--- config.mk ---
export PLATFORM = sky130hd
export DESIGN_NAME = min_distance_symbol_demapper
export DESIGN_NICKNAME = d
export VERILOG_FILES = /design/src/rtl/mdsd_pkg.sv /design/src/rtl/min_distance_symbol_demapper.sv /design/src/rtl/mdsd_front.sv /design/src/rtl/mdsd_fifo.sv /design/src/rtl/mdsd_back.sv
export SDC_FILE = /design/constraint.sdc
export NUM_CORES = 2
export LEC_CHECK = 0
export BUFFER_PORTS_ARGS = -buffer_cell sky130_fd_sc_hd__buf_2
export CELL_PAD_IN_SITES_DETAIL_PLACEMENT = 1
export CELL_PAD_IN_SITES_GLOBAL_PLACEMENT = 2
export CORE_AREA = 2 2 402 803
export DETAILED_ROUTE_END_ITERATION = 6
export DIE_AREA = 0 0 404 805
export PLACE_DENSITY = 0.59
export SLEW_MARGIN = 20
export SYNTH_ARGS = -nofsm -noshare
export SYNTH_HDL_FRONTEND = slang
export SYNTH_HIERARCHICAL = 1
export SYNTH_SLANG_ARGS = --single-unit
--- constraint.sdc ---
create_clock -name i_clk -period 13 [get_ports i_clk]
set_input_delay 0 -clock i_clk [delete_from_list [all_inputs] [get_ports i_clk]]
set_output_delay 0 -clock i_clk [all_outputs]
set_load 0.01 [all_outputs]
--- src/rtl/mdsd_pkg.sv ---
// Package of the minimum-distance symbol demapper: payload types, queue
// command type, state type and fixed widths. No dependencies.
package mdsd_pkg;

    localparam int SAMPLE_W    = 16;
    localparam int IDX_W       = 6;
    localparam int TABLE_MAX   = 64;
    localparam int DIFF_W      = SAMPLE_W + 1;
    localparam int SQ_W        = 2 * SAMPLE_W;
    localparam int SUM_W       = SQ_W + 1;
    localparam int LEVEL_HALF  = 1 << (SAMPLE_W - 4);
    localparam int QUEUE_DEPTH = 2;
    localparam int QA_W        = $clog2(QUEUE_DEPTH);

    typedef enum logic [1:0] {
        MODE_BINARY,
        MODE_QPSK,
        MODE_QAM16,
        MODE_QAM64
    } t_mode;

    typedef enum logic [0:0] {
        FUNC_LOAD,
        FUNC_DEMAP
    } t_func;

    typedef enum logic [1:0] {
        CMD_LOAD,
        CMD_DIRECT,
        CMD_SEARCH
    } t_kind;

    typedef enum logic [1:0] {
        B_IDLE,
        B_RUN,
        B_DRAIN,
        B_DONE
    } t_bstate;

    typedef struct packed {
        t_func                       func;
        logic [IDX_W-1:0]            point_index;
        logic signed [SAMPLE_W-1:0]  sample_i;
        logic signed [SAMPLE_W-1:0]  sample_q;
        logic                        sample_last;
    } t_in_item;

    typedef struct packed {
        logic [IDX_W-1:0] symbol_index;
        logic             block_last;
    } t_out_item;

    typedef struct packed {
        t_kind                       kind;
        logic [IDX_W-1:0]            index;
        logic signed [SAMPLE_W-1:0]  si;
        logic signed [SAMPLE_W-1:0]  sq;
        logic                        last;
        logic [IDX_W-1:0]            sym;
        logic [IDX_W-1:0]            limit;
    } t_cmd;

endpackage

--- src/rtl/min_distance_symbol_demapper.sv ---
// Top level of the minimum-distance hard-decision symbol demapper.
// Instantiates mdsd_front, mdsd_fifo and mdsd_back; depends on mdsd_pkg.
//
//   Channel | Direction | Handshake             | Payload
//   --------+-----------+-----------------------+-------------------------
//   input   | in        | i_valid / o_stall     | i_data (t_in_item)
//   result  | out       | o_valid / i_stall     | o_data (t_out_item)
//   config  | in        | i_cfg_we              | i_cfg_data (mode)
//
// A load item or a binary-mode decision is handled while the back end is idle.
// A search runs the single distance unit over the table, one table entry per cycle,
// through the read, difference, square and compare registers, then hands over the
// result; limit + 1 points (4, 16 or 64, capped by MAX_POINTS) are searched, limit being the last index.
// Reset clears the queue, the sequencer and the result valid; tables are not cleared.
// A stalled result holds direct decisions and a search's hand-over; the queue takes new transfers until full.
module min_distance_symbol_demapper #(
    parameter int MAX_POINTS = 64
) (
    input  logic                i_clk,
    input  logic                i_rst_n,
    input  logic                i_valid,
    output logic                o_stall,
    input  mdsd_pkg::t_in_item  i_data,
    output logic                o_valid,
    input  logic                i_stall,
    output mdsd_pkg::t_out_item o_data,
    input  logic                i_cfg_we,
    input  logic [1:0]          i_cfg_data
);
    import mdsd_pkg::*;

    t_mode r_mode;
    logic  push;
    logic  full;
    logic  pop;
    logic  empty;
    t_cmd  front_cmd;
    t_cmd  head_cmd;

    always_ff @(posedge i_clk) begin
        if (!i_rst_n) begin
            r_mode <= MODE_BINARY;
        end else if (i_cfg_we) begin
            r_mode <= t_mode'(i_cfg_data);
        end
    end

    mdsd_front #(
        .MAX_POINTS (MAX_POINTS)
    ) u_front (
        .i_data  (i_data),
        .i_valid (i_valid),
        .o_stall (o_stall),
        .i_mode  (r_mode),
        .i_full  (full),
        .o_push  (push),
        .o_cmd   (front_cmd)
    );

    mdsd_fifo u_fifo (
        .i_clk   (i_clk),
        .i_rst_n (i_rst_n),
        .i_push  (push),
        .i_cmd   (front_cmd),
        .o_full  (full),
        .i_pop   (pop),
        .o_cmd   (head_cmd),
        .o_empty (empty)
    );

    mdsd_back #(
        .MAX_POINTS (MAX_POINTS)
    ) u_back (
        .i_clk   (i_clk),
        .i_rst_n (i_rst_n),
        .i_empty (empty),
        .i_cmd   (head_cmd),
        .o_pop   (pop),
        .o_valid (o_valid),
        .i_stall (i_stall),
        .o_data  (o_data)
    );

endmodule

--- src/rtl/mdsd_front.sv ---
// Front end of the demapper: accepts input items and turns them into queue
// commands (load, direct decision, or table search). Depends on mdsd_pkg.
module mdsd_front #(
    parameter int MAX_POINTS = 64
) (
    input  mdsd_pkg::t_in_item i_data,
    input  logic               i_valid,
    output logic               o_stall,
    input  mdsd_pkg::t_mode    i_mode,
    input  logic               i_full,
    output logic               o_push,
    output mdsd_pkg::t_cmd     o_cmd
);
    import mdsd_pkg::*;

    localparam logic [IDX_W-1:0] LIM =
        (MAX_POINTS >= TABLE_MAX) ? IDX_W'(TABLE_MAX - 1) : IDX_W'(MAX_POINTS - 1);
    localparam logic signed [SAMPLE_W-1:0] HALF = SAMPLE_W'(LEVEL_HALF);

    logic             keep;
    logic [IDX_W-1:0] sel;

    always_comb begin
        keep        = 1'b1;
        sel         = '0;
        o_cmd.kind  = CMD_SEARCH;
        o_cmd.index = i_data.point_index;
        o_cmd.si    = i_data.sample_i;
        o_cmd.sq    = i_data.sample_q;
        o_cmd.last  = i_data.sample_last;
        o_cmd.sym   = (i_data.sample_i > HALF) ? IDX_W'(0) : IDX_W'(1);
        case (i_mode)
            MODE_BINARY: begin
                o_cmd.kind = CMD_DIRECT;
            end
            MODE_QPSK: begin
                sel = IDX_W'(3);
            end
            MODE_QAM16: begin
                sel = IDX_W'(15);
            end
            MODE_QAM64: begin
                sel = IDX_W'(63);
            end
            default: begin
                o_cmd.kind = CMD_DIRECT;
            end
        endcase
        o_cmd.limit = (sel > LIM) ? LIM : sel;
        if (i_data.func == FUNC_LOAD) begin
            o_cmd.kind = CMD_LOAD;
            keep       = (32'(i_data.point_index) < MAX_POINTS);
        end
    end

    assign o_stall = i_full;
    assign o_push  = i_valid && !i_full && keep;

endmodule

--- src/rtl/mdsd_fifo.sv ---
// Short command queue between the front end and the search back end.
// Depends on mdsd_pkg for the command type and the queue depth.
module mdsd_fifo (
    input  logic           i_clk,
    input  logic           i_rst_n,
    input  logic           i_push,
    input  mdsd_pkg::t_cmd i_cmd,
    output logic           o_full,
    input  logic           i_pop,
    output mdsd_pkg::t_cmd o_cmd,
    output logic           o_empty
);
    import mdsd_pkg::*;

    t_cmd            r_q [QUEUE_DEPTH];
    logic [QA_W-1:0] r_wp;
    logic [QA_W-1:0] r_rp;
    logic [QA_W:0]   r_cnt;

    assign o_full  = (r_cnt == (QA_W+1)'(QUEUE_DEPTH));
    assign o_empty = (r_cnt == '0);
    assign o_cmd   = r_q[r_rp];

    always_ff @(posedge i_clk) begin
        if (i_push) begin
            r_q[r_wp] <= i_cmd;
        end
    end

    always_ff @(posedge i_clk) begin
        if (!i_rst_n) begin
            r_wp  <= '0;
            r_rp  <= '0;
            r_cnt <= '0;
        end else begin
            if (i_push) begin
                r_wp <= (r_wp == QA_W'(QUEUE_DEPTH - 1)) ? '0 : r_wp + 1'b1;
            end
            if (i_pop) begin
                r_rp <= (r_rp == QA_W'(QUEUE_DEPTH - 1)) ? '0 : r_rp + 1'b1;
            end
            if (i_push && !i_pop) begin
                r_cnt <= r_cnt + 1'b1;
            end else if (i_pop && !i_push) begin
                r_cnt <= r_cnt - 1'b1;
            end
        end
    end

endmodule

--- src/rtl/mdsd_back.sv ---
// Back end of the demapper: point tables, the shared pipelined distance unit
// with its search sequencer, and the output register. Depends on mdsd_pkg.
module mdsd_back #(
    parameter int MAX_POINTS = 64
) (
    input  logic                i_clk,
    input  logic                i_rst_n,
    input  logic                i_empty,
    input  mdsd_pkg::t_cmd      i_cmd,
    output logic                o_pop,
    output logic                o_valid,
    input  logic                i_stall,
    output mdsd_pkg::t_out_item o_data
);
    import mdsd_pkg::*;

    localparam int DEPTH = (MAX_POINTS < TABLE_MAX) ? MAX_POINTS : TABLE_MAX;
    localparam int AW    = $clog2(DEPTH);

    t_bstate r_state;
    t_bstate n_state;

    logic signed [SAMPLE_W-1:0] r_pt_i [DEPTH];
    logic signed [SAMPLE_W-1:0] r_pt_q [DEPTH];

    logic [IDX_W-1:0]           r_k;
    logic [IDX_W-1:0]           r_limit;
    logic signed [SAMPLE_W-1:0] r_si;
    logic signed [SAMPLE_W-1:0] r_sq;
    logic                       r_last;

    logic signed [SAMPLE_W-1:0] r_rd_i;
    logic signed [SAMPLE_W-1:0] r_rd_q;
    logic                       r_v1;
    logic [IDX_W-1:0]           r_k1;
    logic                       r_l1;

    logic signed [DIFF_W-1:0]   r_di;
    logic signed [DIFF_W-1:0]   r_dq;
    logic                       r_v2;
    logic [IDX_W-1:0]           r_k2;
    logic                       r_l2;

    logic [SQ_W-1:0]            r_sqi;
    logic [SQ_W-1:0]            r_sqq;
    logic                       r_v3;
    logic [IDX_W-1:0]           r_k3;
    logic                       r_l3;

    logic [SUM_W-1:0]           r_best;
    logic [IDX_W-1:0]           r_sym;

    logic                       r_out_valid;
    t_out_item                  r_out;

    logic                       out_free;
    logic                       mem_we;
    logic                       start;
    logic                       issue;
    logic                       load_direct;
    logic                       load_done;
    logic signed [2*DIFF_W-1:0] prod_i;
    logic signed [2*DIFF_W-1:0] prod_q;
    logic [SUM_W-1:0]           sum;

    assign out_free = !r_out_valid || !i_stall;

    always_comb begin
        n_state = r_state;
        case (r_state)
            B_IDLE: begin
                if (!i_empty && i_cmd.kind == CMD_SEARCH) begin
                    n_state = B_RUN;
                end
            end
            B_RUN: begin
                if (r_k == r_limit) begin
                    n_state = B_DRAIN;
                end
            end
            B_DRAIN: begin
                if (r_v3 && r_l3) begin
                    n_state = B_DONE;
                end
            end
            B_DONE: begin
                if (out_free) begin
                    n_state = B_IDLE;
                end
            end
            default: begin
                n_state = B_IDLE;
            end
        endcase
    end

    always_comb begin
        o_pop       = 1'b0;
        mem_we      = 1'b0;
        start       = 1'b0;
        issue       = 1'b0;
        load_direct = 1'b0;
        load_done   = 1'b0;
        case (r_state)
            B_IDLE: begin
                if (!i_empty) begin
                    case (i_cmd.kind)
                        CMD_LOAD: begin
                            o_pop  = 1'b1;
                            mem_we = 1'b1;
                        end
                        CMD_DIRECT: begin
                            if (out_free) begin
                                o_pop       = 1'b1;
                                load_direct = 1'b1;
                            end
                        end
                        CMD_SEARCH: begin
                            o_pop = 1'b1;
                            start = 1'b1;
                        end
                        default: begin
                            o_pop = 1'b1;
                        end
                    endcase
                end
            end
            B_RUN: begin
                issue = 1'b1;
            end
            B_DONE: begin
                load_done = out_free;
            end
            default: begin
                o_pop = 1'b0;
            end
        endcase
    end

    always_ff @(posedge i_clk) begin
        if (mem_we) begin
            r_pt_i[i_cmd.index[AW-1:0]] <= i_cmd.si;
            r_pt_q[i_cmd.index[AW-1:0]] <= i_cmd.sq;
        end
        if (issue) begin
            r_rd_i <= r_pt_i[r_k[AW-1:0]];
            r_rd_q <= r_pt_q[r_k[AW-1:0]];
        end
    end

    assign prod_i = r_di * r_di;
    assign prod_q = r_dq * r_dq;
    assign sum    = {1'b0, r_sqi} + {1'b0, r_sqq};

    always_ff @(posedge i_clk) begin
        if (start) begin
            r_si    <= i_cmd.si;
            r_sq    <= i_cmd.sq;
            r_last  <= i_cmd.last;
            r_limit <= i_cmd.limit;
        end
        r_k1  <= r_k;
        r_l1  <= (r_k == r_limit);
        r_di  <= {r_si[SAMPLE_W-1], r_si} - {r_rd_i[SAMPLE_W-1], r_rd_i};
        r_dq  <= {r_sq[SAMPLE_W-1], r_sq} - {r_rd_q[SAMPLE_W-1], r_rd_q};
        r_k2  <= r_k1;
        r_l2  <= r_l1;
        r_sqi <= prod_i[SQ_W-1:0];
        r_sqq <= prod_q[SQ_W-1:0];
        r_k3  <= r_k2;
        r_l3  <= r_l2;
        if (r_v3 && (r_k3 == '0 || sum < r_best)) begin
            r_best <= sum;
            r_sym  <= r_k3;
        end
        if (load_direct) begin
            r_out.symbol_index <= i_cmd.sym;
            r_out.block_last   <= i_cmd.last;
        end else if (load_done) begin
            r_out.symbol_index <= r_sym;
            r_out.block_last   <= r_last;
        end
    end

    always_ff @(posedge i_clk) begin
        if (!i_rst_n) begin
            r_state     <= B_IDLE;
            r_k         <= '0;
            r_v1        <= 1'b0;
            r_v2        <= 1'b0;
            r_v3        <= 1'b0;
            r_out_valid <= 1'b0;
        end else begin
            r_state <= n_state;
            if (start) begin
                r_k <= '0;
            end else if (issue) begin
                r_k <= r_k + 1'b1;
            end
            r_v1 <= issue;
            r_v2 <= r_v1;
            r_v3 <= r_v2;
            if (load_direct || load_done) begin
                r_out_valid <= 1'b1;
            end else if (!i_stall) begin
                r_out_valid <= 1'b0;
            end
        end
    end

    assign o_valid = r_out_valid;
    assign o_data  = r_out;

endmodule

Word level (Yosys, flattened, before mapping)
Memories as Yosys holds them, arrays and structs flattened. A register that Yosys moved wholly into a read port is not among the register bits.
Cells that the tools add are included.
- add/sub/neg operators: 8
- $mul: 2
- order comparisons: 3
- equality and inequality tests: 15
- muxes and demuxes: 39
- bitwise logic cells: 1
- reductions and logical operators: 24
- operator list (operator ; number):
    multiplier 17 x 17 -> 32 bit ; 2
    subtractor 16 x 16 -> 17 bit ; 2
    adder 32 x 32 -> 33 bit ; 1
    less-than comparator 33 bit ; 1
    two-way mux 1 bit ; 26
    case mux 6 bit (3 select lines) ; 1
    greater-than comparator 16 x 14 -> 1 bit, second input constant ; 1
    two-way mux 2 bit ; 8
    two-way mux 7 bit ; 2
    equality test 2 bit, second input constant ; 6
    != test 2 x 1 -> 1 bit, second input constant ; 5
    zero test 2 bit ; 4
    case mux 2 bit (4 select lines) ; 1
    adder 6 x 1 -> 6 bit, second input constant ; 1
    equality test 2 x 1 -> 1 bit, second input constant ; 3
    equality test 6 bit ; 1
    greater-than comparator 6 bit, second input constant ; 1
    logical AND 1 bit ; 6
    zero test 1 bit ; 6
    zero test 6 bit ; 1
    two-way mux 6 bit ; 1
    AND reduction 4 bit ; 1
    nonzero test 2 bit ; 2
    logical OR 1 bit ; 3
    other kinds (5) ; 6
- register bits after elaboration: 222
- memory bits (writable): 2144
- input port bits: 47
- output and inout port bits: 9
- word-level logic and storage cells: 123
- memories: 3
- memories (name ; depth ; bits a word ; rd ports ; clocked after memory_dff ; wr ports ; line ; RTL):
    u_back.r_pt_i ; 64 ; 16 ; 1 ; 1 ; 1 ; mdsd_back.sv:23 ; logic signed [SAMPLE_W-1:0] r_pt_i [DEPTH];
    u_back.r_pt_q ; 64 ; 16 ; 1 ; 1 ; 1 ; mdsd_back.sv:24 ; logic signed [SAMPLE_W-1:0] r_pt_q [DEPTH];
    u_fifo.r_q ; 2 ; 48 ; 1 ; 1 ; 1 ; mdsd_fifo.sv:15 ; t_cmd r_q [QUEUE_DEPTH];

Depth between registers and ports, before layout
- depth after elaboration: 9
- depth in mapped cells: 24

Cells and area by module
The synthesis kept the hierarchy.
- by module, submodules not included (module ; times used ; cells an instance ; area each (µm²) ; seq. area each (µm²)):
    mdsd_back ; 1 ; 5829 ; 106693.6 ; 67594.8
    mdsd_fifo ; 1 ; 187 ; 4060.1 ; 3283.1
    mdsd_front ; 1 ; 62 ; 447.9 ; 0.0
    min_distance_symbol_demapper ; 1 ; 6 ; 72.6 ; 40.0

Worst setup path after synthesis
Ideal clock, no wire load.
- path kind: register to register
- start point: register u_back.r_di[5]
- end point: register u_back.r_sqi[27]
- setup time: 0.072 ns
- data arrival time: 6.025 ns
- required time: 12.928 ns
- path slack: 6.903 ns
- stages on the path, launching flop included: 24
- period minus slack after synthesis: 6.097 ns
- cell sequence: dfxtp_1 > clkbuf_1 > clkbuf_1 > nand2_1 > fa_1 > inv_1 > fa_1 > inv_1 > fa_1 > inv_1 > fa_1 > fa_1 > inv_1 > fa_1 > inv_1 > ha_1 > a21o_1 > a21o_1 > a2111oi_0 > a21bo_2 > a21o_1 > a311o_1 > a21oi_1 > xnor2_1
- cells in the longest elaborated chain, start to end: 1
- ends and longest elaborated chain (what ; line ; RTL):
    start: declaration ; mdsd_back.sv:38 ; logic signed [DIFF_W-1:0] r_di;
    start signal: assignment ; mdsd_back.sv:164 ; r_di <= {r_si[SAMPLE_W-1], r_si} - {r_rd_i[SAMPLE_W-1], r_rd_i};
    multiplier 17 x 17 -> 32 bit ; mdsd_back.sv:151 ; assign prod_i = r_di * r_di;
    named net u_back.prod_i[27] ; mdsd_back.sv:62 ; logic signed [2*DIFF_W-1:0] prod_i;
    end signal: assignment ; mdsd_back.sv:168 ; r_sqi <= prod_i[SQ_W-1:0];
    end: declaration ; mdsd_back.sv:44 ; logic [SQ_W-1:0] r_sqi;
The timed path passes the listed nets, and every way through them passes these cells.
A chain may end at the register's enable or synchronous reset.

Worst setup path after layout
- start point: register u_back.r_di[1]
- end point: register u_back.r_sqi[29]
Same word-level chain as after synthesis.

==> summary.txt <==
Cells and area
  – Layout area overhead: 12.8%
  – Post-route cell area: 125000 µm²
  – Fillers: 30900
  – Share of cells above drive strength 1: 0.206
  – Commonest non-fill, non-tap cell in the layout: edfxtp_1
  – Most frequent cells in the layout: 2271 x edfxtp_1, 760 x inv_1, 672 x mux4_2, 514 x fa_1, 270 x ha_1
  – Final Net Count: 7169

Yosys
  – Xor/xnor share of the synthesized area: 0.0118
  – Main synth FF type: edfxtp_1
  – Register area share after synthesis: 0.637
  – Post-Synth Adder-Cell Area: 0.123
  – Compound-Gate Fraction of Synth Area: 0.0170
  – Mapped Area: 111000 µm²
  – Netlist cell types: 72
  – Synth Area per Inst: 18.3 µm²
  – Yosys warning count: 6
  – Async S/R FF share, synth: 0
  – Post-synth EDFFs: 2271
  – Yosys reg bits: 2407
  – Post-synthesis mux area share: 0.143
  – Main combinational cell family by area after synthesis: multiplexers
  – Simple logic cell fraction of the synthesized area: 0.0302
  – Cell count after synthesis: 6084

Run
  – # Max-Cap Violations: 0

GRT
  – Global Route Usage Sum: 0.181
  – Initial antenna violation count: 39
  – Total gr overflow: 0
  – Largest net degree at the start of global routing: 118
  – First-pass GRT wire length: 427 mm
  – Vias in the first global route: 61100

Route
  – Avg Vias per Cell: 5.10
  – WL final: 292 mm
  – Drt drc: 0
  – Via count: 54400
  – Pre-antenna DRT Iters: 7
  – ANT nets after route: 0
  – DRT iter0 DRCs: 4044
  – Routed WL per cell: 27.4 µm

Worst setup path
  – CP max FO: 14
  – Critical Path RT: 13.68 ns
  – Most used cell, CP: fa_1
  – Crit path cell chain: inv_1 -> nor2_1 -> fa_1 -> inv_1 -> fa_1 -> inv_1 -> fa_1 -> fa_1 -> fa_1 -> inv_1 -> fa_1 -> inv_1 -> ha_1 -> a21o_1 -> a21o_1 -> a2111oi_0 -> a21bo_2 -> a21o_1 -> a31o_1 -> a211oi_1 -> nor3_1
  – CP Capture Type: flip-flop
  – Critical Path Slowest Stage Cell: dfxtp_1
  – Critical path's top delay family: adder cells
  – Crit Path Class: reg2reg
  – Arr. time, crit path: 7.49 ns
  – Critical path's largest stage delay: 0.81 ns
  – Startpoint Class: flip-flop
  – WP buf/inv: 5

STA
  – Crit share post-route: 0.523
  – Setup violators final: 0
  – Unrepaired setup endpoints after global routing: false
  – Rel. slew slack: 0.272
  – Fin crit period: 6.80 ns
  – Hold Fails Final Rpt: 0
  – F_max: 147 MHz
  – Worst Tran Pin Value: 1.09 ns
  – Fin Setup TNS: 0 ns
  – Setup Skew: 0.140 ns
  – Slew Viols, Final: 0

Run status
  – Outcome: finished, final reports clean

Clock network
  – Root buf cell: clkbuf_16
  – Maximum clock path buffer count: 4
  – Post-CTS Setup Bufs: 0
  – # H-tree levels: 4
  – Clock-pin slew on the worst setup and hold paths: 0.06 ns
  – CTS tree: done
  – Worst-Skew Late Latency: 0.94 ns
  – CTS Buf Count: 228
  – CTS sink count: 2407

Floorplanning
  – Die Ht: 805 µm
  – Core footprint: 319000 µm²
  – Core Rows: 294
  – Starting Density: 0.348
  – I/O Pins: 56
  – Die outline area: 325000 µm²
  – Die width: 404 µm

Place
  – Gpl congestion: 0.789
  – Placed Instance Area: 117000 µm²
  – Final HPWL DP: 183 mm
  – Port Buffers: 55

Hold path
  – Hold Path Class: in2reg
[worst reg2reg max path, stage by stage (launching register included)]
cell,delay [ns]
dfxtp_1,0.81
inv_1,0.33
nor2_1,0.33
fa_1,0.46
inv_1,0.08
fa_1,0.43
inv_1,0.09
fa_1,0.42
fa_1,0.47
fa_1,0.51
inv_1,0.05
fa_1,0.48
inv_1,0.05
ha_1,0.35
a21o_1,0.19
a21o_1,0.19
a2111oi_0,0.35
a21bo_2,0.29
a21o_1,0.24
a31o_1,0.20
a211oi_1,0.29
nor3_1,0.08
[registers in the layout (all words and copies together) (netlist names), 16 cells and up, named ones only]
name           flops
u_back/r_si       16
u_back/r_sqi      31
u_back/r_rd_q     16
u_back/r_rd_i     16
u_fifo/r_q       106
u_back/r_best     33
u_back/r_di       17
u_back/r_pt_i   1024
u_back/r_sq       16
u_back/r_sqq      31
u_back/r_dq       17
u_back/r_pt_q   1024
[logic make-up (layout without fill, tap and decap cells)]
logic type	count (synthesis)	count (layout)
fa+ha+maj	785	785
flops	2407	2407
buf+inv	1026	1458
other cells	1	18
xor+xnor	150	150
compound gates	283	283
mux	740	740
simple gates	692	692
[synthesized netlist by cell type (13+ instances only)]
master	n	area share
nor2b_1	50	0.0028
a21oi_1	73	0.0033
ha_1	271	0.030
nor3_1	37	0.0017
nand3_1	29	0.0013
o21ai_0	44	0.0020
mux2_2	62	0.0063
dfxtp_1	136	0.024
buf_2	19	0.00085
xor2_1	41	0.0032
and2_1	119	0.0067
inv_1	760	0.026
fa_1	514	0.092
a21o_1	42	0.0028
clkbuf_1	146	0.0049
nand2_1	204	0.0069
buf_4	70	0.0047
edfxtp_1	2271	0.61
buf_1	21	0.00071
a211oi_1	15	0.0010
o21a_1	26	0.0018
xnor2_1	109	0.0086
nor2_1	166	0.0056
nand2b_1	19	0.0011
mux4_2	672	0.14
nand4_1	13	0.00073
or3_1	14	0.00079
[per-stage QoR]
stage               utilization  setup slack [ns]  hold WS, ns  std cells
detailed placement        0.367              6.11        0.194      10200
global route              0.393              5.67       0.0895      10700
global placement          0.367              6.16        0.189      10200
CTS                       0.393              6.06       0.0190      10700
finish                    0.393              6.20        0.116      10700
floorplan                     -              6.90        0.114       6088
[final cells by class]
cell class	instances	area, µm²	area share
Clock inverter	136	1560	0.0124
Multi-Input combinational cell	2655	36700	0.292
Sequential cell	2407	70900	0.565
Antenna cell	13	32.5	0.000259
Tap cell	4144	5180	0.0413
Clock buffer	277	5960	0.0475
Timing Repair Buffer	285	2290	0.0182
Inverter	760	2850	0.0227
[routing by layer]
layer,vias up,GRT usage,routed length (µm)
met5,-,0,18
met4,2,0.0554,8750
met3,391,0.0242,13600
met2,1180,0.322,153000
met1,29600,0.229,116000
li1,23300,-,-
[path summary, 6_finish.rpt]
path              depth (start not counted)  slack, ns                     endpoint              startpoint
hold reg to reg                           0       0.33       u_back/r_k2[2]$_DFF_P_  u_back/r_k1[2]$_DFF_P_
hold / removal                            3       0.12  u_fifo/r_q[1][52]$_DFFE_PP_              i_data[39]
setup reg to reg                         21       6.20     u_back/r_sqi[29]$_DFF_P_  u_back/r_di[1]$_DFF_P_
setup / recovery                         21       6.20     u_back/r_sqi[29]$_DFF_P_  u_back/r_di[1]$_DFF_P_
[timing repair]
action                    CTS  global route
gates resized for setup     0             0
hold buffers               90             0
hold endpoints to repair  109             0
Power is not shown: default switching activity piles up to over one toggle a cycle in this logic, so the estimate is an artifact.
